[src/hdl/aesecb_pkg.sv]
// Shared types, constants and byte-level functions of the AES ECB cipher block.
`default_nettype none
package aesecb_pkg;

    typedef logic [7:0]   t_byte;
    typedef logic [31:0]  t_word;
    typedef logic [127:0] t_block;
    typedef logic [255:0][7:0] t_sbox_tbl;

    localparam logic [8:0] GF_POLY      = 9'h11B;
    localparam logic [7:0] GF_HIGH_BIT  = 8'h80;
    localparam logic [7:0] BYTE_MASK    = 8'hFF;
    localparam logic [7:0] AFFINE_FWD   = 8'h63;
    localparam logic [7:0] AFFINE_INV   = 8'h05;
    localparam logic [7:0] RCON_FIRST   = 8'h01;

    typedef enum logic [2:0] {
        CFG_DIRECTION = 3'd0,
        CFG_KEY_SIZE  = 3'd1,
        CFG_KEY_0     = 3'd2,
        CFG_KEY_1     = 3'd3,
        CFG_KEY_2     = 3'd4,
        CFG_KEY_3     = 3'd5
    } t_cfg_idx;

    localparam logic [1:0] KS_AES128 = 2'd0;
    localparam logic [1:0] KS_AES192 = 2'd1;

    localparam logic DIR_ENCRYPT = 1'b0;

    typedef struct packed {
        logic busy;   // item in flight
        logic done;   // result waits for the output register
    } t_core_status;

    function automatic t_byte f_xtime(input t_byte a);
        return {a[6:0], 1'b0} ^ (((a & GF_HIGH_BIT) != 8'h00) ? GF_POLY[7:0] : 8'h00);
    endfunction

    function automatic t_byte f_gf_mul(input t_byte a, input t_byte b);
        t_byte acc;
        t_byte x;
        acc = 8'h00;
        x   = a;
        for (int i = 0; i < 8; i++) begin
            if (b[i]) acc = acc ^ x;
            x = f_xtime(x);
        end
        return acc;
    endfunction

    function automatic t_byte f_gf_inv(input t_byte a);
        t_byte r;
        t_byte p;
        logic [7:0] e;
        r = 8'h01;
        p = a;
        e = 8'd254;
        for (int i = 0; i < 8; i++) begin
            if (e[i]) r = f_gf_mul(r, p);
            p = f_gf_mul(p, p);
        end
        return r;
    endfunction

    function automatic t_byte f_rotl8(input t_byte x, input int n);
        return t_byte'((x << n) | (x >> (8 - n)));
    endfunction

    function automatic t_sbox_tbl f_gen_sbox();
        t_sbox_tbl tbl;
        t_byte b;
        for (int x = 0; x < 256; x++) begin
            b = f_gf_inv(t_byte'(x));
            tbl[x] = (b ^ f_rotl8(b, 1) ^ f_rotl8(b, 2) ^ f_rotl8(b, 3) ^ f_rotl8(b, 4)
                      ^ AFFINE_FWD) & BYTE_MASK;
        end
        return tbl;
    endfunction

    function automatic t_sbox_tbl f_gen_inv_sbox();
        t_sbox_tbl tbl;
        t_byte b;
        for (int x = 0; x < 256; x++) begin
            b = f_rotl8(t_byte'(x), 1) ^ f_rotl8(t_byte'(x), 3) ^ f_rotl8(t_byte'(x), 6)
                ^ AFFINE_INV;
            tbl[x] = f_gf_inv(b);
        end
        return tbl;
    endfunction

    localparam t_sbox_tbl SBOX_TBL     = f_gen_sbox();
    localparam t_sbox_tbl INV_SBOX_TBL = f_gen_inv_sbox();

    function automatic t_word f_sub_word(input t_word w);
        return {SBOX_TBL[w[31:24]], SBOX_TBL[w[23:16]], SBOX_TBL[w[15:8]], SBOX_TBL[w[7:0]]};
    endfunction

    function automatic t_word f_mix_col(input t_word c);
        t_byte a0, a1, a2, a3;
        a0 = c[31:24]; a1 = c[23:16]; a2 = c[15:8]; a3 = c[7:0];
        return {f_xtime(a0) ^ f_xtime(a1) ^ a1 ^ a2 ^ a3,
                a0 ^ f_xtime(a1) ^ f_xtime(a2) ^ a2 ^ a3,
                a0 ^ a1 ^ f_xtime(a2) ^ f_xtime(a3) ^ a3,
                f_xtime(a0) ^ a0 ^ a1 ^ a2 ^ f_xtime(a3)};
    endfunction

    function automatic t_word f_inv_mix_col(input t_word c);
        t_byte a  [4];
        t_byte m9 [4];
        t_byte m11[4];
        t_byte m13[4];
        t_byte m14[4];
        t_byte x2, x4, x8;
        for (int k = 0; k < 4; k++) begin
            a[k]   = c[31 - 8*k -: 8];
            x2     = f_xtime(a[k]);
            x4     = f_xtime(x2);
            x8     = f_xtime(x4);
            m9[k]  = x8 ^ a[k];
            m11[k] = x8 ^ x2 ^ a[k];
            m13[k] = x8 ^ x4 ^ a[k];
            m14[k] = x8 ^ x4 ^ x2;
        end
        return {m14[0] ^ m11[1] ^ m13[2] ^ m9[3],
                m9[0]  ^ m14[1] ^ m11[2] ^ m13[3],
                m13[0] ^ m9[1]  ^ m14[2] ^ m11[3],
                m11[0] ^ m13[1] ^ m9[2]  ^ m14[3]};
    endfunction

    function automatic t_block f_shift_rows(input t_block s, input logic inv);
        t_block t;
        int src;
        for (int c = 0; c < 4; c++) begin
            for (int r = 0; r < 4; r++) begin
                src = inv ? ((c + 4 - r) % 4) : ((c + r) % 4);
                t[127 - 8*(4*c + r) -: 8] = s[127 - 8*(4*src + r) -: 8];
            end
        end
        return t;
    endfunction

endpackage
`default_nettype wire

[src/hdl/aesecb_ram.sv]
// Generic single-write, single-read RAM with registered read data.
`default_nettype none
module aesecb_ram #(
    parameter int WIDTH = 32,
    parameter int DEPTH = 60
) (
    input  wire logic                     i_clk,
    input  wire logic                     i_we,
    input  wire logic [$clog2(DEPTH)-1:0] i_waddr,
    input  wire logic [WIDTH-1:0]         i_wdata,
    input  wire logic [$clog2(DEPTH)-1:0] i_raddr,
    output logic      [WIDTH-1:0]         o_rdata
);
    logic [WIDTH-1:0] r_mem [DEPTH];

    always_ff @(posedge i_clk) begin
        if (i_we) r_mem[i_waddr] <= i_wdata;
        o_rdata <= r_mem[i_raddr];
    end
endmodule
`default_nettype wire

[src/hdl/aesecb_keyexp.sv]
// Key expansion sequencer: one schedule word per cycle into the round key RAM.
`default_nettype none
module aesecb_keyexp #(
    parameter int SCHEDULE_WORDS = 60
) (
    input  wire logic                              i_clk,
    input  wire logic                              i_rst_n,
    input  wire logic                              i_start,
    input  wire logic [1:0]                        i_key_size,
    input  wire logic [3:0][63:0]                  i_key,
    output logic                                   o_busy,
    output logic [3:0]                             o_nr,
    output logic                                   o_we,
    output logic [$clog2(SCHEDULE_WORDS)-1:0]      o_waddr,
    output aesecb_pkg::t_word                      o_wdata
);
    import aesecb_pkg::*;

    localparam int AW     = $clog2(SCHEDULE_WORDS);
    localparam int CW     = $clog2(SCHEDULE_WORDS + 1);
    localparam int MAX_NR = SCHEDULE_WORDS / 4 - 1;

    logic            r_busy;
    logic [CW-1:0]   r_idx;
    logic [2:0]      r_j;
    t_byte           r_rcon;
    logic [7:0][31:0] r_win;

    logic [3:0]  nk;
    logic [3:0]  nr_full;
    logic [CW-1:0] total;
    t_word       key_word;
    t_word       t_prev;
    t_word       w_old;
    t_word       n_word;
    logic        last_j;

    always_comb begin
        case (i_key_size)
            KS_AES128: nk = 4'd4;
            KS_AES192: nk = 4'd6;
            default:   nk = 4'd8;
        endcase
        nr_full = nk + 4'd6;
        o_nr    = (nr_full > 4'(MAX_NR)) ? 4'(MAX_NR) : nr_full;
        total   = CW'({o_nr, 2'b00}) + CW'(4);
        last_j  = ({1'b0, r_j} == nk - 4'd1);

        key_word = r_idx[0] ? i_key[r_idx[2:1]][31:0] : i_key[r_idx[2:1]][63:32];

        case (nk)
            4'd4:    w_old = r_win[3];
            4'd6:    w_old = r_win[5];
            default: w_old = r_win[7];
        endcase

        t_prev = r_win[0];
        if (r_j == 3'd0) begin
            t_prev = f_sub_word({t_prev[23:0], t_prev[31:24]}) ^ {r_rcon, 24'h0};
        end else if (nk == 4'd8 && r_j == 3'd4) begin
            t_prev = f_sub_word(t_prev);
        end

        n_word = (r_idx < CW'(nk)) ? key_word : (w_old ^ t_prev);
    end

    assign o_busy  = r_busy;
    assign o_we    = r_busy;
    assign o_waddr = AW'(r_idx);
    assign o_wdata = n_word;

    always_ff @(posedge i_clk) begin
        if (!i_rst_n) begin
            r_busy <= 1'b0;
            r_idx  <= '0;
            r_j    <= '0;
            r_rcon <= RCON_FIRST;
        end else if (i_start) begin
            r_busy <= 1'b1;
            r_idx  <= '0;
            r_j    <= '0;
            r_rcon <= RCON_FIRST;
        end else if (r_busy) begin
            r_win <= {r_win[6:0], n_word};
            r_idx <= r_idx + CW'(1);
            r_j   <= last_j ? 3'd0 : r_j + 3'd1;
            if (r_j == 3'd0 && r_idx >= CW'(nk)) r_rcon <= f_xtime(r_rcon);
            if (r_idx == total - CW'(1)) r_busy <= 1'b0;
        end
    end
endmodule
`default_nettype wire

[src/hdl/aesecb_core.sv]
// Round sequencer: byte-serial S-box pass and column-serial mix and key add.
`default_nettype none
module aesecb_core #(
    parameter int AW = 6
) (
    input  wire logic                      i_clk,
    input  wire logic                      i_rst_n,
    input  wire logic                      i_start,
    input  wire aesecb_pkg::t_block        i_block,
    input  wire logic                      i_dir,
    input  wire logic [3:0]                i_nr,
    input  wire aesecb_pkg::t_word         i_rk,
    input  wire logic                      i_take,
    output logic [AW-1:0]                  o_raddr,
    output aesecb_pkg::t_block             o_block,
    output aesecb_pkg::t_core_status       o_status
);
    import aesecb_pkg::*;

    typedef enum logic [2:0] {
        ST_IDLE,
        ST_COL,
        ST_SHIFT,
        ST_SUB,
        ST_DONE
    } t_state;

    t_state     r_state;
    t_block     r_st;
    logic [3:0] r_rd;
    logic [3:0] r_cnt;
    logic       r_dir;
    logic [3:0] r_nr;

    logic [3:0] key_round;
    logic       mix_en;
    t_word      col_in;
    t_word      col_x;
    t_word      col_out;
    t_byte      sub_out;

    always_comb begin
        key_round = (r_dir == DIR_ENCRYPT) ? r_rd : (r_nr - r_rd);
        o_raddr   = AW'({key_round, r_cnt[1:0]});
        mix_en    = (r_rd != 4'd0) && (r_rd != r_nr);
        col_in    = r_st[127:96];
        if (r_dir == DIR_ENCRYPT) begin
            col_x   = mix_en ? f_mix_col(col_in) : col_in;
            col_out = col_x ^ i_rk;
        end else begin
            col_x   = col_in ^ i_rk;
            col_out = mix_en ? f_inv_mix_col(col_x) : col_x;
        end
        sub_out = (r_dir == DIR_ENCRYPT) ? SBOX_TBL[r_st[127:120]]
                                          : INV_SBOX_TBL[r_st[127:120]];
    end

    assign o_block       = r_st;
    assign o_status.busy = (r_state != ST_IDLE);
    assign o_status.done = (r_state == ST_DONE);

    always_ff @(posedge i_clk) begin
        if (!i_rst_n) begin
            r_state <= ST_IDLE;
            r_rd    <= '0;
            r_cnt   <= '0;
        end else begin
            case (r_state)
                ST_IDLE: begin
                    if (i_start) begin
                        r_st    <= i_block;
                        r_dir   <= i_dir;
                        r_nr    <= i_nr;
                        r_rd    <= '0;
                        r_cnt   <= '0;
                        r_state <= ST_COL;
                    end
                end
                ST_COL: begin
                    // first cycle only fetches column 0's key word
                    if (r_cnt != 4'd0) r_st <= {r_st[95:0], col_out};
                    if (r_cnt == 4'd4) begin
                        r_cnt <= '0;
                        if (r_rd == r_nr) begin
                            r_state <= ST_DONE;
                        end else begin
                            r_rd    <= r_rd + 4'd1;
                            r_state <= ST_SHIFT;
                        end
                    end else begin
                        r_cnt <= r_cnt + 4'd1;
                    end
                end
                ST_SHIFT: begin
                    r_st    <= f_shift_rows(r_st, r_dir);
                    r_state <= ST_SUB;
                end
                ST_SUB: begin
                    r_st <= {r_st[119:0], sub_out};
                    if (r_cnt == 4'd15) begin
                        r_cnt   <= '0;
                        r_state <= ST_COL;
                    end else begin
                        r_cnt <= r_cnt + 4'd1;
                    end
                end
                ST_DONE: begin
                    if (i_take) r_state <= ST_IDLE;
                end
                default: r_state <= ST_IDLE;
            endcase
        end
    end
endmodule
`default_nettype wire

[src/hdl/aes_block_cipher_ecb_top.sv]
// AES-128/192/256 ECB block cipher, byte-serial rounds, top level.
// An accepted block gets the first key add, then Nr rounds (Nr = 10, 12, 14) of
// ShiftRows, the single S-box byte lane and the column-serial mix/key-add unit;
// one item in flight: no new item is accepted until the core hands its result on.
// A key or key_size write rebuilds the schedule, one word per cycle (44..60 words).
// Reset (synchronous, active low) clears the control and config registers and
// starts an all-zero AES-128 key expansion; input stalls until it finishes.
`default_nettype none
module aes_block_cipher_ecb_top #(
    parameter int SCHEDULE_WORDS = 60
) (
    input  wire logic        i_clk,
    input  wire logic        i_rst_n,
    // configuration write port
    input  wire logic        i_cfg_we,
    input  wire logic [2:0]  i_cfg_index,
    input  wire logic [63:0] i_cfg_data,
    // input item channel
    input  wire logic        i_in_valid,
    output logic             o_in_stall,
    input  wire logic [63:0] i_block_high,
    input  wire logic [63:0] i_block_low,
    // result item channel
    output logic             o_out_valid,
    input  wire logic        i_out_stall,
    output logic [63:0]      o_result_high,
    output logic [63:0]      o_result_low
);
    import aesecb_pkg::*;

    localparam int AW = $clog2(SCHEDULE_WORDS);

    // configuration registers
    logic             r_dir;
    logic [1:0]       r_key_size;
    logic [3:0][63:0] r_key;
    logic             r_kx_start;   // schedule rebuild pending
    logic             n_kx_start;

    // result register
    logic             r_out_valid;
    logic [63:0]      r_res_hi;
    logic [63:0]      r_res_lo;

    logic             kx_busy;
    logic [3:0]       kx_nr;
    logic             kx_we;
    logic [AW-1:0]    kx_waddr;
    t_word            kx_wdata;

    logic [AW-1:0]    core_raddr;
    t_word            rk_data;
    t_block           core_block;
    t_core_status     core_status;

    logic             in_accept;
    logic             take;

    // any write to key size or key bits forces a rebuild of the schedule
    always_comb begin
        n_kx_start = 1'b0;
        if (i_cfg_we) begin
            case (t_cfg_idx'(i_cfg_index))
                CFG_KEY_SIZE, CFG_KEY_0, CFG_KEY_1, CFG_KEY_2, CFG_KEY_3: n_kx_start = 1'b1;
                default: n_kx_start = 1'b0;
            endcase
        end
    end

    // hold off new items while the schedule is stale or a block is in the rounds
    assign o_in_stall = core_status.busy | kx_busy | r_kx_start;
    assign in_accept  = i_in_valid & ~o_in_stall;

    // move a finished block out when the result register is free or draining
    assign take = core_status.done & (~r_out_valid | ~i_out_stall);

    always_ff @(posedge i_clk) begin
        if (!i_rst_n) begin
            r_dir       <= 1'b0;
            r_key_size  <= '0;
            r_key       <= '0;
            r_kx_start  <= 1'b1;
            r_out_valid <= 1'b0;
        end else begin
            r_kx_start <= n_kx_start;
            if (i_cfg_we) begin
                case (t_cfg_idx'(i_cfg_index))
                    CFG_DIRECTION: r_dir      <= i_cfg_data[0];
                    CFG_KEY_SIZE:  r_key_size <= i_cfg_data[1:0];
                    CFG_KEY_0:     r_key[0]   <= i_cfg_data;
                    CFG_KEY_1:     r_key[1]   <= i_cfg_data;
                    CFG_KEY_2:     r_key[2]   <= i_cfg_data;
                    CFG_KEY_3:     r_key[3]   <= i_cfg_data;
                    default: ;    // drop writes beyond the register list
                endcase
            end
            if (take)                   r_out_valid <= 1'b1;
            else if (~i_out_stall)      r_out_valid <= 1'b0;
        end
    end

    always_ff @(posedge i_clk) begin
        if (take) begin
            r_res_hi <= core_block[127:64];
            r_res_lo <= core_block[63:0];
        end
    end

    assign o_out_valid   = r_out_valid;
    assign o_result_high = r_res_hi;
    assign o_result_low  = r_res_lo;

    aesecb_keyexp #(
        .SCHEDULE_WORDS (SCHEDULE_WORDS)
    ) u_keyexp (
        .i_clk      (i_clk),
        .i_rst_n    (i_rst_n),
        .i_start    (r_kx_start),
        .i_key_size (r_key_size),
        .i_key      (r_key),
        .o_busy     (kx_busy),
        .o_nr       (kx_nr),
        .o_we       (kx_we),
        .o_waddr    (kx_waddr),
        .o_wdata    (kx_wdata)
    );

    aesecb_ram #(
        .WIDTH (32),
        .DEPTH (SCHEDULE_WORDS)
    ) u_rk_ram (
        .i_clk   (i_clk),
        .i_we    (kx_we),
        .i_waddr (kx_waddr),
        .i_wdata (kx_wdata),
        .i_raddr (core_raddr),
        .o_rdata (rk_data)
    );

    aesecb_core #(
        .AW (AW)
    ) u_core (
        .i_clk    (i_clk),
        .i_rst_n  (i_rst_n),
        .i_start  (in_accept),
        .i_block  ({i_block_high, i_block_low}),
        .i_dir    (r_dir),
        .i_nr     (kx_nr),
        .i_rk     (rk_data),
        .i_take   (take),
        .o_raddr  (core_raddr),
        .o_block  (core_block),
        .o_status (core_status)
    );
endmodule
`default_nettype wire

[config.mk]
export PLATFORM = sky130hd
export DESIGN_NAME = aes_block_cipher_ecb_top
export DESIGN_NICKNAME = d
export VERILOG_FILES = /design/src/hdl/aesecb_pkg.sv /design/src/hdl/aesecb_ram.sv /design/src/hdl/aesecb_keyexp.sv /design/src/hdl/aesecb_core.sv /design/src/hdl/aes_block_cipher_ecb_top.sv
export SDC_FILE = /design/constraint.sdc
export NUM_CORES = 2
export LEC_CHECK = 0
export ABC_AREA = 1
export BUFFER_PORTS_ARGS = -buffer_cell sky130_fd_sc_hd__buf_2
export CAP_MARGIN = 20
export CORE_MARGIN = 2
export CORE_UTILIZATION = 67
export DETAILED_ROUTE_END_ITERATION = 10
export GPL_TIMING_DRIVEN = 0
export PLACE_DENSITY = 0.85
export RECOVER_POWER = 25
export SYNTH_ARGS = -nofsm -noshare
export SYNTH_HDL_FRONTEND = slang
export SYNTH_SLANG_ARGS = --single-unit
[constraint.sdc]
create_clock -name i_clk -period 29 [get_ports i_clk]
set_input_delay 5.8 -clock i_clk [delete_from_list [all_inputs] [get_ports i_clk]]
set_output_delay 5.8 -clock i_clk [all_outputs]
set_load 0.03 [all_outputs]
==> flow_results.org, run 1 <==
** Status
- The flow did not finish.
- Stage where the flow stopped :: global routing
- First reported error :: [ERROR GRT-0116] Global routing finished with congestion. Check the congestion regions in the DRC Viewer.

** Synthesis
- Post-synthesis instance area :: approximately 0.13 mm2
- Synth Instances :: 13979
- Post-Syn Area per Cell :: 9.547 um2
- Register area share after synthesis :: about 60%
- Post-synthesis register bit count :: 2806
- Number of enable-type register cells in the synthesized netlist :: 2436
- Nets in the synthesized netlist :: 14266
- Commonest register cell after synthesis :: sky130_fd_sc_hd__edfxtp_1
- Async SR Flop Fraction :: 0%
- Count of warnings emitted by yosys :: 0
- The netlist uses 55 different library cells.

** GRT
- Global routing consumed, over all layers together, 71.93% of the routing resources.
- The first global-routing pass estimated 1036 mm of wire.
- After global routing the overflow that remains totals 15.
- Number of global-route vias before repair :: 143476
- Entering global routing, the biggest net connects 119 pins.

** Floorplan
- DIE WIDTH :: 450.3 um
- For this design the top-level I/O count stands at 330.
- Once the floorplan was initialized, standard cells occupied 67.53% of the core.
- Height of the die :: 450.3 um
- The floorplan has 163 rows.

** Placed design
- Count of buffers inserted at the top-level ports :: 328
- At the end of routability-driven placement, the weighted congestion stood at 1.249.
- Summed over all nets, the half-perimeter wirelength after detailed placement is 442.4 mm.
- After detailed placement, the total cell area comes to 0.1415 mm2.

** Clock network
- Root Buffer :: sky130_fd_sc_hd__clkbuf_16
- Maximum buffer depth of the clock tree :: 4
- Cts hold-fix bufs :: 0
- In this run the number of H-tree levels came out at 5.
- Sink count of the clock tree :: about 2800
- CTS Buf Count :: 288
- PostCTS Resize Cnt :: 0
- Total setup buffers inserted after CTS :: 0
==> per-stage QoR <==
stage / instances / util, % / setup slack (ns)
detailed placement: 17087 / 71.60 / 17.79
global placement: 16947 / 70.04 / 8.036
CTS: 17579 / 76.18 / 18.62
floorplan: 13979 / - / 12.93
==> logic make-up after synthesis <==
| group | Yosys count | synth area share [%] |
|---|---|---|
| xor+xnor | 372 | 2.528 |
| compound gates | 2830 | 11.73 |
| flops | 2806 | 60.36 |
| fa+ha+maj | 87 | 0.8212 |
| simple gates | 6447 | 20.19 |
| other cells | 1 | 0.002810 |
| buf+inv | 1436 | 4.367 |
==> layer usage <==
| layer | overflow | track usage, % |
|---|---|---|
| met1 | 0 | 74.48 |
| met5 | 0 | 33.52 |
| met2 | 5 | 86.33 |
| met3 | 1 | 58.44 |
| met4 | 9 | 65.25 |
==> synthesized netlist by cell type (3+ instances only) <==
master	instances	area, um2
sky130_fd_sc_hd__nand2_1	2461	9238
sky130_fd_sc_hd__edfxtp_1	2436	73150
sky130_fd_sc_hd__nor2_1	2026	7605
sky130_fd_sc_hd__nand3_1	1753	8773
sky130_fd_sc_hd__o21ai_0	1683	8423
sky130_fd_sc_hd__clkbuf_1	655	2459
sky130_fd_sc_hd__o22ai_1	531	3322
sky130_fd_sc_hd__inv_1	444	1667
sky130_fd_sc_hd__dfxtp_1	370	7407
sky130_fd_sc_hd__a21oi_1	324	1622
sky130_fd_sc_hd__xor2_1	219	1918
sky130_fd_sc_hd__buf_2	211	1056
sky130_fd_sc_hd__xnor2_1	139	1217
sky130_fd_sc_hd__ha_1	86	1076
sky130_fd_sc_hd__nand4_1	82	513.0
sky130_fd_sc_hd__o211ai_1	82	615.6
sky130_fd_sc_hd__o221ai_1	67	586.8
sky130_fd_sc_hd__or2_2	51	319.1
sky130_fd_sc_hd__buf_1	41	153.9
sky130_fd_sc_hd__buf_4	38	285.3
sky130_fd_sc_hd__inv_2	35	131.4
sky130_fd_sc_hd__a22oi_1	34	255.2
sky130_fd_sc_hd__nand2_2	24	150.1
sky130_fd_sc_hd__a31oi_1	21	131.4
sky130_fd_sc_hd__a211oi_1	18	135.1
sky130_fd_sc_hd__a41oi_1	16	140.1
sky130_fd_sc_hd__o21ai_1	16	80.08
sky130_fd_sc_hd__o2111ai_1	15	131.4
sky130_fd_sc_hd__nand3b_1	14	105.1
sky130_fd_sc_hd__nor2_2	10	62.56
sky130_fd_sc_hd__nor3_1	10	50.05
sky130_fd_sc_hd__o21ai_2	10	87.58
sky130_fd_sc_hd__xor2_2	10	162.7
sky130_fd_sc_hd__clkinv_1	7	26.28
sky130_fd_sc_hd__buf_6	4	45.04
sky130_fd_sc_hd__nor4_1	4	25.02
sky130_fd_sc_hd__nor2_4	3	33.78
sky130_fd_sc_hd__o21a_1	3	22.52
sky130_fd_sc_hd__o21ai_4	3	48.80
sky130_fd_sc_hd__xnor2_2	3	48.80
==> run 2: changes to the inputs <==
Settings changed: CORE_UTILIZATION 67 to 40, PLACE_DENSITY 0.85 to default, PLACE_DENSITY_LB_ADDON from default to 0.15.
==> run 2 against run 1 <==
Synthesized cell count is the same. Synthesized area is the same. The flow now finishes, with violations (capacitance limit, slew limit).
==> flow_results.org, run 2 <==
** Status
- Run status :: complete, but fails checks
- Failing checks :: capacitance limit, slew limit

** Clock network
- Clock-pin slew reported for the worst setup and hold paths after clock tree synthesis :: 0.06 ns
- Buffers inserted to repair hold after CTS numbered 0.
- TritonCTS clock tree :: done
- Clock insertion delay at the later pin of the skew report :: 0.96 ns
- The clock passes through at most 4 buffers.
- Buffers inserted during clock tree synthesis total 310.
- PostCTS Resize Cnt :: 0
- Clock tree synthesis selected as its root buffer the cell sky130_fd_sc_hd__clkbuf_16.
- Clock H-tree levels :: 5
- Once the clock tree was built, the setup fixing pass inserted 0 buffers.
- Sink count of the clock tree :: between 2000 and 3000

** Timing
- Worst max-slew margin expressed relative to the limit :: -157.6%
- After layout, the worst setup slack is 17.88 ns.
- Worst slew pin tran :: roughly 3.9 ns
- Final Cycle Share :: 38.33%
- Setup repair after global routing left no endpoint under its margin.
- Between clock sinks in the finished design, the worst skew comes to 0.09999 ns.
- Number of slew-limit violations in the final report :: 791
- Minimum period implied by the final worst setup slack :: 11.12 ns
- Hold Vio Cnt, Final :: 0
- F_max :: 89.96 MHz
- Adding up every negative setup slack in the final design gives 0 ns.
- Setup violations remaining at the end of the flow were counted as 0.

** Worst setup path
- The worst setup path is captured at a flip-flop.
- Setup CP Type :: in2reg
- Startpoint class of the critical path :: input pin
- Data arrival time of the critical path :: 11.93 ns
- STA puts the critical path data required time at 29.81 ns.
- Among the stages of the critical path, the cell type that occurs most often is sky130_fd_sc_hd__nand3_1.
- Biggest cell delay along the critical path :: between 0.5 and 0.6 ns
- Traced cell by cell, the critical path runs through buf_4 > inv_2 > nor2_4 > inv_2 > nor2_4 > buf_4 > buf_8 > buf_16 > buf_16 > nand3_1 > nand2_2 > ha_1 > nand2_1 > nor2_1 > nor2_1 > nand3_1 > nand3_1 > nand3_1 > nand3_1 > nand2_1.
- Origin of the worst setup path :: i_rst_n
- Reg2reg start :: r_key_size[1]
- Critical path's top delay family :: simple AND/OR/NAND/NOR gates
- Counting both buffers and inverters, the worst setup path holds a total of 7.
- Largest driver fanout on the critical path :: 97
- Among all stages on the critical path, the largest delay is contributed by sky130_fd_sc_hd__ha_1.

** GRT
- Entering global routing, the biggest net connects 98 pins.
- Overall overflow remaining after global route :: 0
- Number of global-route vias before repair :: 109538
- Wire length of the first global-routing pass :: 900.8 mm
- Overall track demand over capacity in global routing :: 37.98%
- Number of antenna violations at the first check in global routing :: 63

** Floorplan
- The initial utilization of the core area, before any placement, comes to 40.09%.
- Boundary pin count :: between 300 and 400
- The floorplan has roughly 210 rows.
- Area enclosed by the die boundary :: 0.3383 mm2
- DIE WIDTH :: 581.6 um
- Placeable core area :: 0.3329 mm2
- The die is 581.6 um tall.

** Layout
- The largest registers in the layout are u_rk_ram.r_mem (1920), r_key (256), u_keyexp.r_win (256).
- Layout cells sized above 1 :: about 8.8%
- Post-layout utilization of the core :: 46.07%
- The top cell types in the final layout, fill and taps aside, are sky130_fd_sc_hd__nand2_1 (2452), sky130_fd_sc_hd__edfxtp_1 (2436), sky130_fd_sc_hd__nor2_1 (2014).
- Largest register FFs :: 1920
- The finished cells cover approximately 0.15 mm2.
- Finished Layout Cells :: 19459
- For this run, the post-layout net count is 15066.
- The area growth from synthesis to layout is 14.90%.
- Ranked by flip-flop count, first place goes to u_rk_ram.r_mem.
- Most common library cell in the layout ignoring fill and taps :: sky130_fd_sc_hd__nand2_1

** Routing
- Dividing the detail-routed via count by the number of cells gives between 6 and 7.
- The routed design has 664.3 mm of wire.
- Count of routing violations after the opening detailed-route iteration :: ~19000
- WL per Instance :: 34.14 um
- Post-detailed-route count of antenna-violating nets :: 0
- The first detailed-routing pass ran for 6 iterations.
- After detailed routing, the number of remaining DRC violations is 0.
- For this block, the via count after detailed routing is 119630.

** Synthesis
- Register area share after synthesis :: 60.36%
- Among all cell types in the netlist, the one instantiated most often is sky130_fd_sc_hd__nand2_1.
- Largest cells by area after synthesis :: sky130_fd_sc_hd__edfxtp_1 (55%), sky130_fd_sc_hd__nand2_1 (6.9%), sky130_fd_sc_hd__nand3_1 (6.6%), sky130_fd_sc_hd__o21ai_0 (6.3%), sky130_fd_sc_hd__nor2_1 (5.7%)
- The share of synthesized area in the top cell type comes to between 50 and 60%.
- Number of enable-type register cells in the synthesized netlist :: 2436
- Synthesis instantiated 55 different standard cells from the library.
- For this run, the leading register cell type out of synthesis is sky130_fd_sc_hd__edfxtp_1.
- The synthesized design spends more area on one cell type than any other, namely sky130_fd_sc_hd__edfxtp_1.
- Synthesis handed over a netlist of around 14000 instances.
- Counting flops with an async set or reset pin after synthesis yields a share of 0%.
- For this run, the number of Yosys warnings is 0.
- Counting instances in the post-synthesis netlist gives the leading cell types as sky130_fd_sc_hd__nand2_1 (2461), sky130_fd_sc_hd__edfxtp_1 (2436), sky130_fd_sc_hd__nor2_1 (2026).
- Synthesis inferred 2806 register bits.
- Nets in the synthesized netlist :: approximately 14000
- Post-Syn Area per Cell :: 9.547 um2
- Summing every instance area after synthesis gives 0.1335 mm2.

** Power and ir drop
- IR analysis of the VDD net gives a maximum drop of 0.09377 mV.
- PD cells :: between 100 and 150 mW/mm2
- Pleak :: around 57 nW

** Worst hold path
- The startpoint identified for the worst hold timing path is u_keyexp.r_win[222].
- The worst hold path belongs to the class reg2reg.

** Placed design
- Before CTS, the worst setup slack after placement is around 17 ns.
- The number of placed instances, taps included, is 18849.
- In this run the cell area measured after placement is 0.1441 mm2.
- Detailed placement ended at an HPWL of 482.5 mm.
- The congestion estimate from routability-driven global placement came to 1.027.
- The count of buffers added on input and output ports is 328.

** Job
- Max-Cap Viols :: 42
[run 2: cell type report]
class	instances	area, um2
multi-input cells	9737	47260
flip-flops and latches	2806	80560
inverters	486	1863
diodes	39	97.59
clock inverters	157	1649
repair buffers	488	4125
plain buffers	950	3996
clock buffers	409	8314
fillers	31990	179500
well taps	4387	5489
[run 2: power by group]
| group | switching (W) | total, W | internal [W] |
|---|---|---|---|
| Combinational | 0.00532 | 0.00717 | 0.00185 |
| Sequential | 0.000209 | 0.00487 | 0.00466 |
| Clock | 0.00171 | 0.00394 | 0.00224 |
[run 2: stage by stage]
stage                     power [W]  hold WS [ns]
final                       0.01598        0.3637
after global routing        0.01647        0.3848
after CTS                   0.01571        0.3472
after detailed placement    0.01180        0.4045
after global placement      0.01186        0.4003
after floorplan            0.008874        0.4003
[run 2: cells by family (layout without fill, tap and decap cells)]
family	count (synthesis)	in the layout	share of synthesized area, %
adder cells (fa/ha/maj)	87	87	0.8212
buffers and inverters	1436	2490	4.367
AND/OR/NAND/NOR	6447	6447	20.19
XOR/XNOR	372	372	2.528
other	1	40	0.002810
flip-flops	2806	2806	60.36
AO/OA/AOI/OAI	2830	2830	11.73
[run 2: worst paths after layout]
kind                    endpoint  slack, ns  cells after the start
max                    flip-flop      17.88                     20
min          u_keyexp.r_win[254]       0.36                      0
max reg2reg            flip-flop      20.20                     24
min reg2reg  u_keyexp.r_win[254]       0.36                      0
[run 2: metal layers]
metal | share of wire [%] | vias to the layer above | GRT usage (%) | wire length, um
met5 | 0.035 | - | 0.07087 | 234
met4 | 6.3 | 32 | 20.48 | 41910
met3 | 11 | 1526 | 8.385 | 71560
met2 | 43 | 8146 | 56.64 | 285600
met1 | 40 | 58999 | 51.51 | 264900
li1 | - | 50927 | - | -
No activity file was read; power rests on OpenSTA's default activity.
